--- src/design/assert_macros.svh ---
// Shared assertion forms; clk and rst are taken from the module that uses them.
`ifndef ASSERT_MACROS_SVH
`define ASSERT_MACROS_SVH

// Condition implies property in the same cycle.
`define CHK_SAME(lbl, cond, prop) \
  lbl: assert property (@(posedge clk) disable iff (rst) (cond) |-> (prop)) \
    else $error("assertion failed: same-cycle check");

// Condition implies property in the next cycle.
`define CHK_NEXT(lbl, cond, prop) \
  lbl: assert property (@(posedge clk) disable iff (rst) (cond) |=> (prop)) \
    else $error("assertion failed: next-cycle check");

`endif

--- src/design/rlfe_pkg.sv ---
`timescale 1ns / 1ps
package rlfe_pkg;

  localparam int LEVEL_W = 8;
  localparam int ACC_W   = 16;
  localparam int QUO_W   = 15;
  localparam int NCH     = 3;

  localparam logic [1:0] REQ_TICK  = 2'd0;
  localparam logic [1:0] REQ_START = 2'd1;
  localparam logic [1:0] REQ_SET   = 2'd2;

  localparam logic [ACC_W-1:0] ROUND_HALF = 16'd64;

  typedef struct packed {
    logic               start;
    logic [QUO_W-1:0]   dividend;
    logic [LEVEL_W-1:0] divisor;
  } div_req_t;

  typedef struct packed {
    logic             done;
    logic [QUO_W-1:0] quotient;
  } div_rsp_t;

endpackage

--- src/design/rlfe_div.sv ---
`timescale 1ns / 1ps
module rlfe_div
  import rlfe_pkg::*;
(
  input  logic     clk,
  input  logic     rst,
  input  div_req_t req,
  output div_rsp_t rsp
);

  logic               busy;
  logic               done;
  logic [3:0]         cnt;
  logic [QUO_W-1:0]   quo;
  logic [LEVEL_W-1:0] rem;
  logic [LEVEL_W-1:0] dvs;
  logic [LEVEL_W:0]   trial;
  logic [LEVEL_W:0]   diff;
  logic               ge;

  // one quotient bit per cycle: shift the dividend out, the quotient in
  assign trial = {rem, quo[QUO_W-1]};
  assign diff  = trial - {1'b0, dvs};
  assign ge    = trial >= {1'b0, dvs};

  always_ff @(posedge clk) begin
    if (rst) begin
      busy <= 1'b0;
      done <= 1'b0;
      cnt  <= '0;
    end else begin
      done <= 1'b0;
      if (req.start) begin
        busy <= 1'b1;
        cnt  <= '0;
      end else if (busy) begin
        if (cnt == 4'(QUO_W - 1)) begin
          busy <= 1'b0;
          done <= 1'b1;
        end
        cnt <= cnt + 4'd1;
      end
    end
  end

  always_ff @(posedge clk) begin
    if (req.start) begin
      quo <= req.dividend;
      rem <= '0;
      dvs <= req.divisor;
    end else if (busy) begin
      quo <= {quo[QUO_W-2:0], ge};
      rem <= ge ? diff[LEVEL_W-1:0] : trial[LEVEL_W-1:0];
    end
  end

  assign rsp.done     = done;
  assign rsp.quotient = quo;

endmodule

--- src/design/rgb_linear_fade_engine_top.sv ---
`timescale 1ns / 1ps
// RGB linear fade engine.
// Input channel (in_valid/in_ready) takes one request word: req_type, a colour
// and fade_steps. Output channel (out_valid/out_ready) returns one result word
// per request: the three levels shown after it and the fading flag.
// A tick, a set or an ignored request goes from acceptance through S_EXEC and
// S_EMIT to out_valid. A start with a nonzero step count runs three divisions
// on one bit-serial divider, one channel after another (S_LAUNCH, S_DIV).
// The next request can be taken in the same cycle in which out_valid rises.
// One request is worked on at a time; in_ready is high whenever the sequencer
// is idle, even while the previous result still waits in the output register.
// If the receiver stalls, the finished result of the next request is held
// until the output register frees, and no further request is taken.
// Reset clears all levels, accumulators, increments and the tick count to
// zero and empties the output register; the first request may follow at once.
module rgb_linear_fade_engine_top
  import rlfe_pkg::*;
(
  input  logic               clk,
  input  logic               rst,
  input  logic               in_valid,
  output logic               in_ready,
  input  logic [1:0]         req_type,
  input  logic [LEVEL_W-1:0] in_red,
  input  logic [LEVEL_W-1:0] in_green,
  input  logic [LEVEL_W-1:0] in_blue,
  input  logic [LEVEL_W-1:0] fade_steps,
  output logic               out_valid,
  input  logic               out_ready,
  output logic [LEVEL_W-1:0] out_red,
  output logic [LEVEL_W-1:0] out_green,
  output logic [LEVEL_W-1:0] out_blue,
  output logic               fading
);

`include "assert_macros.svh"

  localparam logic [2:0] S_IDLE   = 3'd0;
  localparam logic [2:0] S_EXEC   = 3'd1;
  localparam logic [2:0] S_LAUNCH = 3'd2;
  localparam logic [2:0] S_DIV    = 3'd3;
  localparam logic [2:0] S_EMIT   = 3'd4;

  logic [2:0]         state;
  logic [1:0]         ch;
  logic               neg;
  logic [1:0]         req_q;
  logic [LEVEL_W-1:0] col_q [NCH];
  logic [LEVEL_W-1:0] steps_q;

  logic [ACC_W-1:0]   accum [NCH];
  logic [ACC_W-1:0]   increment [NCH];
  logic [LEVEL_W-1:0] target_level [NCH];
  logic [LEVEL_W-1:0] current_level [NCH];
  logic [LEVEL_W-1:0] ticks_left;

  logic [ACC_W-1:0]   acc_sum [NCH];
  logic [ACC_W-1:0]   acc_rnd [NCH];
  logic [LEVEL_W-1:0] cur_ch;
  logic [LEVEL_W-1:0] tgt_ch;
  logic               neg_ch;
  logic [LEVEL_W-1:0] mag_ch;
  logic [ACC_W-1:0]   quo_ext;
  logic               out_free;

  div_req_t div_req;
  div_rsp_t div_rsp;

  assign in_ready = (state == S_IDLE);
  assign out_free = !out_valid || out_ready;

  always_comb begin
    for (int c = 0; c < NCH; c++) begin
      acc_sum[c] = accum[c] + increment[c];
      acc_rnd[c] = acc_sum[c] + ROUND_HALF;
    end
  end

  assign cur_ch  = current_level[ch];
  assign tgt_ch  = col_q[ch];
  assign neg_ch  = tgt_ch < cur_ch;
  assign mag_ch  = neg_ch ? (cur_ch - tgt_ch) : (tgt_ch - cur_ch);
  assign quo_ext = {1'b0, div_rsp.quotient};

  assign div_req.start    = (state == S_LAUNCH);
  assign div_req.dividend = {mag_ch, 7'd0};
  assign div_req.divisor  = steps_q;

  rlfe_div u_div (
    .clk (clk),
    .rst (rst),
    .req (div_req),
    .rsp (div_rsp)
  );

  always_ff @(posedge clk) begin
    if (rst) begin
      state      <= S_IDLE;
      ch         <= '0;
      out_valid  <= 1'b0;
      ticks_left <= '0;
      for (int c = 0; c < NCH; c++) begin
        accum[c]         <= '0;
        increment[c]     <= '0;
        target_level[c]  <= '0;
        current_level[c] <= '0;
      end
    end else begin
      if (state == S_EMIT && out_free) begin
        out_valid <= 1'b1;
      end else if (out_ready) begin
        out_valid <= 1'b0;
      end
      case (state)
        S_IDLE: begin
          if (in_valid) begin
            state <= S_EXEC;
          end
        end
        S_EXEC: begin
          state <= S_EMIT;
          case (req_q)
            REQ_TICK: begin
              if (ticks_left != '0) begin
                ticks_left <= ticks_left - 8'd1;
                for (int c = 0; c < NCH; c++) begin
                  accum[c] <= acc_sum[c];
                  current_level[c] <= (ticks_left == 8'd1) ? target_level[c]
                                                            : acc_rnd[c][14:7];
                end
              end
            end
            REQ_START: begin
              if (steps_q != '0) begin
                ch    <= '0;
                state <= S_LAUNCH;
              end
            end
            REQ_SET: begin
              ticks_left <= '0;
              for (int c = 0; c < NCH; c++) begin
                current_level[c] <= col_q[c];
                target_level[c]  <= col_q[c];
                accum[c]         <= {1'b0, col_q[c], 7'd0};
                increment[c]     <= '0;
              end
            end
            default: begin
            end
          endcase
        end
        S_LAUNCH: begin
          neg   <= neg_ch;
          state <= S_DIV;
        end
        S_DIV: begin
          if (div_rsp.done) begin
            increment[ch]    <= neg ? (16'd0 - quo_ext) : quo_ext;
            accum[ch]        <= {1'b0, cur_ch, 7'd0};
            target_level[ch] <= tgt_ch;
            if (ch == 2'(NCH - 1)) begin
              ticks_left <= steps_q;
              state      <= S_EMIT;
            end else begin
              ch    <= ch + 2'd1;
              state <= S_LAUNCH;
            end
          end
        end
        S_EMIT: begin
          if (out_free) begin
            state <= S_IDLE;
          end
        end
        default: begin
          state <= S_IDLE;
        end
      endcase
    end
  end

  always_ff @(posedge clk) begin
    if (in_valid && in_ready) begin
      req_q    <= req_type;
      col_q[0] <= in_red;
      col_q[1] <= in_green;
      col_q[2] <= in_blue;
      steps_q  <= fade_steps;
    end
    if (state == S_EMIT && out_free) begin
      out_red   <= current_level[0];
      out_green <= current_level[1];
      out_blue  <= current_level[2];
      fading    <= (ticks_left != '0);
    end
  end

  `CHK_SAME(a_div_only_start, state == S_DIV, req_q == REQ_START && steps_q != '0)
  `CHK_SAME(a_done_in_div, div_rsp.done, state == S_DIV)
  `CHK_NEXT(a_emit_loads_out, state == S_EMIT && out_free, out_valid && state == S_IDLE)

endmodule

--- config.mk ---
export PLATFORM = sky130hd
export DESIGN_NAME = rgb_linear_fade_engine_top
export DESIGN_NICKNAME = d
export VERILOG_FILES = /design/src/design/rlfe_pkg.sv /design/src/design/rlfe_div.sv /design/src/design/rgb_linear_fade_engine_top.sv
export VERILOG_INCLUDE_DIRS = /design/src /design/src/design
export SDC_FILE = /design/constraint.sdc
export NUM_CORES = 1
export LEC_CHECK = 0
export CAP_MARGIN = 20
export CORE_MARGIN = 3
export CORE_UTILIZATION = 60
export CTS_CLUSTER_SIZE = 30
export DETAILED_ROUTE_END_ITERATION = 8
export DONT_BUFFER_PORTS = 1
export GPL_TIMING_DRIVEN = 0
export PLACE_DENSITY = 0.76
export SYNTH_ARGS = -nofsm -noshare
export SYNTH_HDL_FRONTEND = slang
export SYNTH_HIERARCHICAL = 1
export SYNTH_SLANG_ARGS = --single-unit
--- constraint.sdc ---
create_clock -name clk -period 9.8 [get_ports clk]
set_input_delay 0.49 -clock clk [delete_from_list [all_inputs] [get_ports clk]]
set_output_delay 0.49 -clock clk [all_outputs]
set_load 0.1 [all_outputs]
==> results_dict.tcl, run 1 <==
set metrics [dict create \
    rows 54 \
    netlist_area_mm2 0.0138 \
    synth_top_cell_area_share_pct 43.4 \
    fin_crit_sh_pct 53.8 \
    hold_depth 1 \
    synthTopCellsByArea "edfxtp_1 43%, dfxtp_1 7.4%, ha_1 6.9%" \
    arrival_ns 5.54 \
    dp.cells 1594 \
    power.leakage_nw 5.76 \
    max_freq_ghz 0.190 \
    start_kind "flop" \
    synth_area_leader_cell "edfxtp_1" \
    skew_ns 0.0117 \
    finalSetupTns_ns 0 \
    whs_endpoint "u_div/busy$_SDFF_PP0_" \
    crit_cells 16 \
    max-cap-violations 0 \
    grt_use_total_pct 27.2 \
    hold_violations 0 \
    synth_edf_count 200 \
    setup_violations 0 \
    route.vias.total 10600 \
    cpPeakStageDelay_ns 0.65 \
    cts_sinks 251 \
    post_cts_buffers 0 \
    fin_area_mm2 0.0151 \
    grt_max_degree 35 \
    reg2reg_to "u_div/quo[14]$_DFFE_PP_" \
    required_ns 10.07 \
    worst_pin_slew_ns 1.23 \
    grt_pass1_vias 9792 \
    ys_ff_latch 251 \
    ctsResizeCount 0 \
    ant_nets 0 \
    cp_slowest_cell "clkbuf_1" \
    rsz0062_at_grt "false" \
    status "complete, no violations" \
    rr_worst_depth 16 \
    io_pins 65 \
    maxSlewHeadroom_pct 18.2 \
    utilization_pct 68.1 \
    cts_buffer_depth 3 \
    layout_common_cells "200 x edfxtp_1, 129 x nor2_1, 98 x nand2_1, 91 x o21ai_0, 76 x ha_1" \
    postPlaceCellArea_mm2 0.0143 \
    period_needed_ns 5.27 \
    cp_num_buf_inv 3 \
    core_region_area_mm2 0.0222 \
    path_max_fanout 10 \
    dpl.hpwl_um 26500 \
    cts_inserted_buffers 27 \
    cts_tree "built" \
    vias_per_cell 6.43 \
    antenna_found_initial 0 \
    path_cells "clkbuf_1 -> clkbuf_1 -> mux2i_1 -> nor2_1 -> a21oi_1 -> inv_1 -> ha_1 -> o21a_1 -> o21ai_0 -> nand2b_1 -> nand2_1 -> mux2_2 -> a221oi_1 -> a21oi_1 -> xor2_1 -> mux2_2" \
    final_layout_size_suffix_gt1_share_pct 6.74 \
    fill_cells 1673 \
    gp_congestion 0.967 \
    min_path_type "primary input to flop" \
    die-area_mm2 0.0249 \
    cp_top_family "compound AO/OA/AOI/OAI gates" \
    cts_root_buf "clkbuf_16" \
    wl_per_cell_um 21.1 \
    p_per_area_mw_per_mm2 182 \
    routed_wl_um 34700 \
    layout_setup_ws_ns 4.53 \
    htreeDepth 1 \
    chipWidth_um 158 \
    clk_pin_slew_ns 0.06 \
    slew_viol_final 0 \
    antenna_cells 0 \
    synthArstFlopShare_pct 0 \
    grt_pass1_wl_um 52700 \
    synth.avg_cell_area_um2 10.6 \
    clkLatencyLatePin_ns 0.53 \
    worst_setup_path_end_kind "flop" \
    layout_commonest_cell "edfxtp_1" \
    dieHeight_um 158 \
    criticalPathCategory "flop to flop" \
    drtIter0Drc 998 \
    syn2layout_area_growth_pct 9.56 \
    portBuffers 0 \
    synth_cells 1304 \
    ys_warn_count 6 \
    hold_buffers 0 \
    min-delay-start "rst" \
    overflow 0 \
    vdd_drop_max_v 0.000171 \
    post-route-drc-count 0 \
    yosysSeqAreaShare_pct 50.8 \
    synth.distinct_cells 81 \
    drt_first_pass_iters 5 \
    finalNetCount 1465 \
    start_util_pct 62.2 \
    synthFlopType "edfxtp_1" \
    r2r_slack_ns 4.53 \
    layout.cells.non_filler 1644 \
    dp_slack_ns 4.66 \
]
how the worst max path moves through the flow:
stage                                     start                       to
final                                      flop  u_div/quo[14]$_DFFE_PP_
after global routing                       flop  u_div/quo[12]$_DFFE_PP_
after CTS                                  flop  u_div/quo[14]$_DFFE_PP_
after global placement    state[2]$_SDFFE_PP0P_   accum[2][14]$_DFFE_PP_
after floorplan                            flop  u_div/quo[12]$_DFFE_PP_
after detailed placement                   flop  u_div/quo[14]$_DFFE_PP_
Yosys cell counts, drive strengths merged, types with 6 or more instances:
cell type,number
a2111oi,6
a211o,7
a211oi,11
a21boi,10
a21o,15
a21oi,58
a22o,10
a22oi,10
a31oi,10
and2,12
and3,11
buf,9
clkbuf,38
dfxtp,51
edfxtp,200
fa,6
ha,76
inv,60
mux2,17
mux2i,26
nand2,99
nand2b,16
nand3,44
nand4,10
nor2,129
nor2b,16
nor3,27
nor3b,8
nor4,13
o2111ai,6
o211ai,24
o21ai,94
o221ai,15
o31ai,7
o41ai,6
or2,8
or3,13
or4,6
xnor2,32
xor2,33
cells by family (layout without fill, tap and decap cells):
family	Yosys count	after routing	share of synthesized area (%)
AOI/OAI and AO/OA	332	332	16.2
xor gates and xnor gates	65	65	4.12
adders and majority gates	82	82	7.75
buffers and inverters	108	162	3.05
DFF	251	251	50.8
muxes	43	43	3.27
other	1	7	0.0271
and+or+nand+nor	422	422	14.7
state kept, by name, summed over array words and instances (netlist names), 2 cells and up, named ones only:
register and count:
accum 45, ch 2, col_q 24, current_level 24
increment 45, out_blue 8, out_green 8, out_red 8
req_q 2, state 3, steps_q 8, target_level 24
ticks_left 8, u_div/cnt 4, u_div/dvs 8, u_div/quo 15
u_div/rem 8
where the power goes:
group          switching, mW  total [mW]  internal [mW]
clock                  0.409       0.971          0.562
sequential            0.0626        1.29           1.22
combinational          0.308       0.495          0.187
total                  0.780        2.75           1.97
final cells by class:
class,count,area [µm²],share of cell area [%]
clock inverters,14,104,0.686
inverters,61,229,1.51
repair buffers,6,87.6,0.578
plain buffers,47,193,1.27
clock buffers,34,743,4.91
flip-flops and latches,251,7030,46.4
well taps,280,350,2.31
multi-input cells,951,6410,42.3
layer usage:
metal  vias to the layer above  share of wire, %  GRT usage, %
li1                       4985                 -             -
met5                         -                 0             0
met1                      5076                41          36.0
met3                        68               7.4          3.91
met2                       448                49          47.3
met4                         0               2.7          7.31
per-stage QoR:
step,total power [mW],hold slack (ns)
2_1_floorplan,1.66,0.426
3_3_place_gp,1.78,0.430
3_5_place_dp,1.79,0.433
4_1_cts,2.76,0.0109
5_1_grt,2.86,0.0158
6_report,2.75,0.0298
Note: power is estimated with default switching activity, not from simulation.
==> run 2, diff against run 1 <==
Clock period 9.8 ns to 4.87 ns, I/O delays scaled along.
==> run 2 against run 1 <==
  * Fmax is 13% higher
  * Die area stayed put
  * Worst setup slack worse by 4.3 ns
  * Sequential power is 100% higher
  * Final cell count is 2.2% higher
  * Design area is 2.6% higher
  * Clock skew is 0.0072 ns higher
  * Critical endpoint unchanged
==> results_dict.tcl, run 2 (synthesis results as in run 1) <==
set metrics [dict create \
    start_kind "flop" \
    dieHeight_um 158 \
    vdd_drop_max_v 0.000337 \
    portBuffers 0 \
    top_usage_layer "met2" \
    antenna_found_initial 1 \
    max_freq_ghz 0.215 \
    ant_nets 0 \
    route.vias.total 10700 \
    grt_max_degree 35 \
    required_ns 5.14 \
    clk_pin_slew_ns 0.06 \
    post-route-drc-count 0 \
    cts_root_buf "clkbuf_16" \
    rows 54 \
    hold_violations 0 \
    skew_ns 0.0189 \
    cts_inserted_buffers 27 \
    grt_use_total_pct 27.8 \
    worst_pin_slew_ns 1.02 \
    max-cap-violations 0 \
    reg_top3 "accum (45), increment (45)" \
    chipWidth_um 158 \
    layout_commonest_cell "edfxtp_1" \
    whs_ns 0.0465 \
    io_pins 65 \
    core_region_area_mm2 0.0222 \
    routed_wl_um 35500 \
    status "complete, no violations" \
    cts_tree "built" \
    die-area_mm2 0.0249 \
    drtIter0Drc 1085 \
    cts_buffer_depth 3 \
    finalSetupTns_ns 0 \
    period_needed_ns 4.66 \
    clkLatencyLatePin_ns 0.53 \
    min_path_type "primary input to flop" \
    power.leakage_nw 5.91 \
    criticalPathCategory "flop to flop" \
    gp_congestion 0.967 \
    cts_sinks 251 \
    drt_first_pass_iters 6 \
    finalNetCount 1500 \
    overflow 0 \
    arrival_ns 4.93 \
    syn2layout_area_growth_pct 12.4 \
    wl_per_cell_um 21.1 \
    grt_pass1_wl_um 53900 \
    htreeDepth 1 \
    maxSlewHeadroom_pct 31.7 \
    p_per_area_mw_per_mm2 360 \
    final_layout_size_suffix_gt1_share_pct 7.29 \
    slew_viol_final 0 \
    met3_usage_pct 4.18 \
    rsz0062_at_grt "false" \
    grt_pass1_vias 10100 \
    vias_per_cell 6.39 \
    setup_violations 0 \
    dpl.hpwl_um 26500 \
    worst_setup_path_end_kind "flop" \
    post_cts_buffers 0 \
    start_util_pct 62.2 \
    layout_common_cells "200 x edfxtp_1, 129 x nor2_1, 98 x nand2_1, 91 x o21ai_0, 76 x ha_1" \
    fin_crit_sh_pct 95.6 \
    met2_usage_pct 48.7 \
    grt_use_met1_pct 36.3 \
    path_max_fanout 8 \
]
==> run 2: cell count changes in the layout (fill, tap and decap cells not counted) <==
| cell | delta |
|---|---|
| clkbuf_1 | -2 |
| diode_2 | +1 |
| dlygate4sd3_1 | +36 |
| a21oi_1 | -9 |
| buf_2 | +1 |
| a21oi_2 | +9 |
==> run 2: worst max-delay path, cell delays in order (launching register included) <==
cell and delay, ns:
dfxtp_1 0.62, mux2i_1 0.33, nor2_1 0.07, a21oi_1 0.68
inv_1 0.11, ha_1 0.25, fa_1 0.39, nor2b_1 0.13
o21bai_1 0.09, nand3_1 0.15, nand2_1 0.24, mux2_2 0.37
a221oi_1 0.39, a21oi_1 0.14, xor2_1 0.16, mux2_2 0.27
==> run 2: what timing repair did <==
item | 4_1_cts | 5_1_grt
hold buffers | 36 | 0
gates resized for setup | 3 | 8
endpoints found under the setup margin | 2 | 3
hold endpoints to repair | 41 | 0
==> run 2: cell type report <==
| type | instances | area (µm²) |
|---|---|---|
| fillers | 1613 | 6690 |
| clock inverters | 14 | 104 |
| plain buffers | 46 | 190 |
| repair buffers | 42 | 448 |
| multi-input cells | 951 | 6450 |
| inverters | 61 | 229 |
| clock buffers | 34 | 743 |
| well taps | 280 | 350 |
| diodes | 1 | 2.50 |
| flip-flops and latches | 251 | 7030 |
==> run 2: layer usage <==
metal  wire, µm  part of all wire, %  vias to the layer above
li1           -                    -                     5048
met1      13900                   39                     5117
met2      17600                   50                      485
met3       2970                  8.4                       89
met4       1110                  3.1                        0
met5          0                    0                        -
==> run 2: through the flow <==
step	utilization (%)	total power, mW	cells	instance area (µm²)	worst slack (ns)
after global placement	63.9	3.57	1590	14200	-0.697
after global routing	69.9	5.80	1680	15500	0.0191
after detailed placement	64.2	3.60	1594	14300	-0.271
after CTS	69.6	5.57	1678	15500	0.00463
final	69.9	5.59	1680	15500	0.214
after floorplan	-	3.34	1310	13800	0.749
==> run 2: path summary, 6_finish.rpt <==
kind / startpoint / end / slack [ns] / cells past startpoint
worst max-delay path: flop / u_div/quo[14]$_DFFE_PP_ / 0.21 / 15
worst min-delay path: in_valid / state[0]$_SDFFE_PP0P_ / 0.05 / 3
worst max register to register: flop / u_div/quo[14]$_DFFE_PP_ / 0.21 / 15
worst min register to register: current_level[0][6]$_DFFE_PP_ / out_red[6]$_DFFE_PP_ / 0.45 / 0
==> run 2: power breakdown <==
group          total [mW]  internal (mW)  leakage [nW]  switching [mW]
Clock                1.98           1.13         0.423           0.845
Sequential           2.59           2.46          2.40           0.128
Combinational        1.03          0.397          3.08           0.630
Total                5.59           3.99          5.91            1.60
==> run 3, diff against run 2 <==
Settings changed: CORE_UTILIZATION 60 to 44, PLACE_DENSITY 0.76 to default.
==> run 3 against run 2 <==
  * Sequential cell count is the same
  * Power grew 4.5%
  * Combinational power is essentially flat
  * Largest cell class unchanged
  * Highest routed layer unchanged
==> results_dict.tcl, run 3 (synthesis results as in run 1) <==
set metrics [dict create \
    start_kind "flop" \
    slew_viol_final 0 \
    grt_pass1_wl_um 56300 \
    rsz0062_at_grt "false" \
    route.vias.total 10600 \
    dpl.hpwl_um 27700 \
    overflow 0 \
    total_power_mw 5.85 \
    fin_area_mm2 0.0158 \
    worst_setup_path_end_kind "flop" \
    antenna_cells 0 \
    chipWidth_um 183 \
    start_util_pct 45.0 \
    p_per_area_mw_per_mm2 369 \
    regArea_mm2 0.00703 \
    grt_pass1_vias 10000 \
    layout_commonest_cell "edfxtp_1" \
    power.share.switching_pct 28.0 \
    max_freq_ghz 0.221 \
    status "complete, no violations" \
    post-route-drc-count 0 \
    power.leakage_nw 5.98 \
    routed_wl_um 36900 \
    worst_pin_slew_ns 1.13 \
    path_max_fanout 10 \
    layout_setup_ws_ns 0.343 \
    p_sw_mw 1.64 \
    post_cts_buffers 0 \
    cts_buffer_depth 3 \
    gp_congestion 0.931 \
    period_needed_ns 4.53 \
    ant_nets 0 \
    cts_root_buf "clkbuf_16" \
    multi_input_area_mm2 0.00644 \
    portBuffers 0 \
    io_pins 65 \
    hold_violations 0 \
    htreeDepth 1 \
    maxSlewHeadroom_pct 24.5 \
    clk_pin_slew_ns 0.06 \
    wl_per_cell_um 20.5 \
    finalNetCount 1504 \
    cts_sinks 251 \
    dieHeight_um 183 \
    cts_tree "built" \
    layout_common_cells "200 x edfxtp_1, 129 x nor2_1, 98 x nand2_1, 91 x o21ai_0, 76 x ha_1" \
    min_path_type "primary input to flop" \
    share_comb_of_total_power_pct 17.7 \
    rows 64 \
    clkLatencyLatePin_ns 0.56 \
    fin_crit_sh_pct 92.9 \
    postPlaceCellArea_mm2 0.0144 \
    drt_first_pass_iters 5 \
    dp_slack_ns -0.431 \
    drtIter0Drc 835 \
    syn2layout_area_growth_pct 14.5 \
    arrival_ns 4.82 \
    skew_ns 0.0236 \
    vdd_drop_max_v 0.000298 \
    required_ns 5.16 \
    layout.cells.non_filler 1802 \
    vias_per_cell 5.88 \
    criticalPathCategory "flop to flop" \
    cts_inserted_buffers 28 \
    die-area_mm2 0.0336 \
    reg_top3 "accum (45), increment (45)" \
    core_region_area_mm2 0.0307 \
    grt_max_degree 35 \
    setup_violations 0 \
    grt_use_total_pct 21.4 \
    max-cap-violations 0 \
    final_layout_size_suffix_gt1_share_pct 7.47 \
    fill_cells 2792 \
    power.share.sequential_pct 44.3 \
    p_clk_share_pct 38.0 \
    utilization_pct 51.5 \
    antenna_found_initial 0 \
    dp.cells 1711 \
    p_int_mw 4.21 \
]
run 3: cell types whose count changed in the layout (fill, tap and decap cells not counted), moves of 2 or more:
cell and delta:
a21oi_1 +2, a21oi_2 -2, clkinv_1 +5, buf_4 +2, clkinv_2 -4, bufinv_16 +4, clkbuf_1 -3
run 3: metrics by stage:
stage / hold slack [ns] / setup TNS (ns)
after floorplan: 0.316 / 0
after global placement: 0.320 / -25.61
after detailed placement: 0.321 / -0.925
after CTS: 0.147 / 0
after global routing: 0.187 / 0
final: 0.186 / 0
run 3: final timing paths:
path / start / end / slack, ns / depth (start not counted)
hold / removal: rst / state[0]$_SDFFE_PP0P_ / 0.19 / 2
setup reg to reg: flop / u_div/quo[12]$_DFFE_PP_ / 0.34 / 15
hold reg to reg: current_level[1][3]$_DFFE_PP_ / out_green[3]$_DFFE_PP_ / 0.45 / 0
setup / recovery: flop / u_div/quo[12]$_DFFE_PP_ / 0.34 / 15
run 3: layout make-up:
cell class                      count  area share [%]
Clock buffer                       31            4.62
Tap cell                          396            3.13
Timing Repair Buffer               45            2.99
Inverter                           61            1.45
Clock inverter                     21            1.56
Sequential cell                   251            44.4
Buffer                             46            1.22
Multi-Input combinational cell    951            40.7
run 3: per-layer routing:
metal | GRT usage, % | vias up | share of wire (%)
met1 | 29.4 | 5108 | 43
met4 | 5.18 | 0 | 2.6
li1 | - | 5057 | -
met5 | 0 | - | 0
met3 | 3.35 | 76 | 6.3
met2 | 35.9 | 358 | 48
run 3: timing repair:
action	in CTS	in global routing
gates resized for setup	4	7
setup endpoints to repair	3	2
cloned	0	0
hold buffers	37	0
pin swaps	0	0
endpoints found under the hold margin	42	0
run 3: critical path: stages, from the launching register on:
cell      delay (ns)
dfxtp_2         0.49
clkbuf_4        0.35
mux2i_1         0.31
nor2_1          0.07
a21oi_1         0.50
ha_1            0.30
fa_1            0.21
nor2b_1         0.05
o21bai_1        0.14
nand3_1         0.16
nand2_1         0.31
mux2_2          0.41
a221oi_1        0.39
nand3_1         0.15
xor2_1          0.17
mux2_2          0.26
run 3: power groups by stage:
stage / clock network [mW] / registers [mW] / logic (mW)
after CTS: 2.26 / 2.59 / 1.02
final: 2.22 / 2.59 / 1.04
after detailed placement: 0 / 2.63 / 0.990
after global placement: 0 / 2.64 / 0.961
after floorplan: 0 / 2.60 / 0.741
after global routing: 2.34 / 2.60 / 1.14
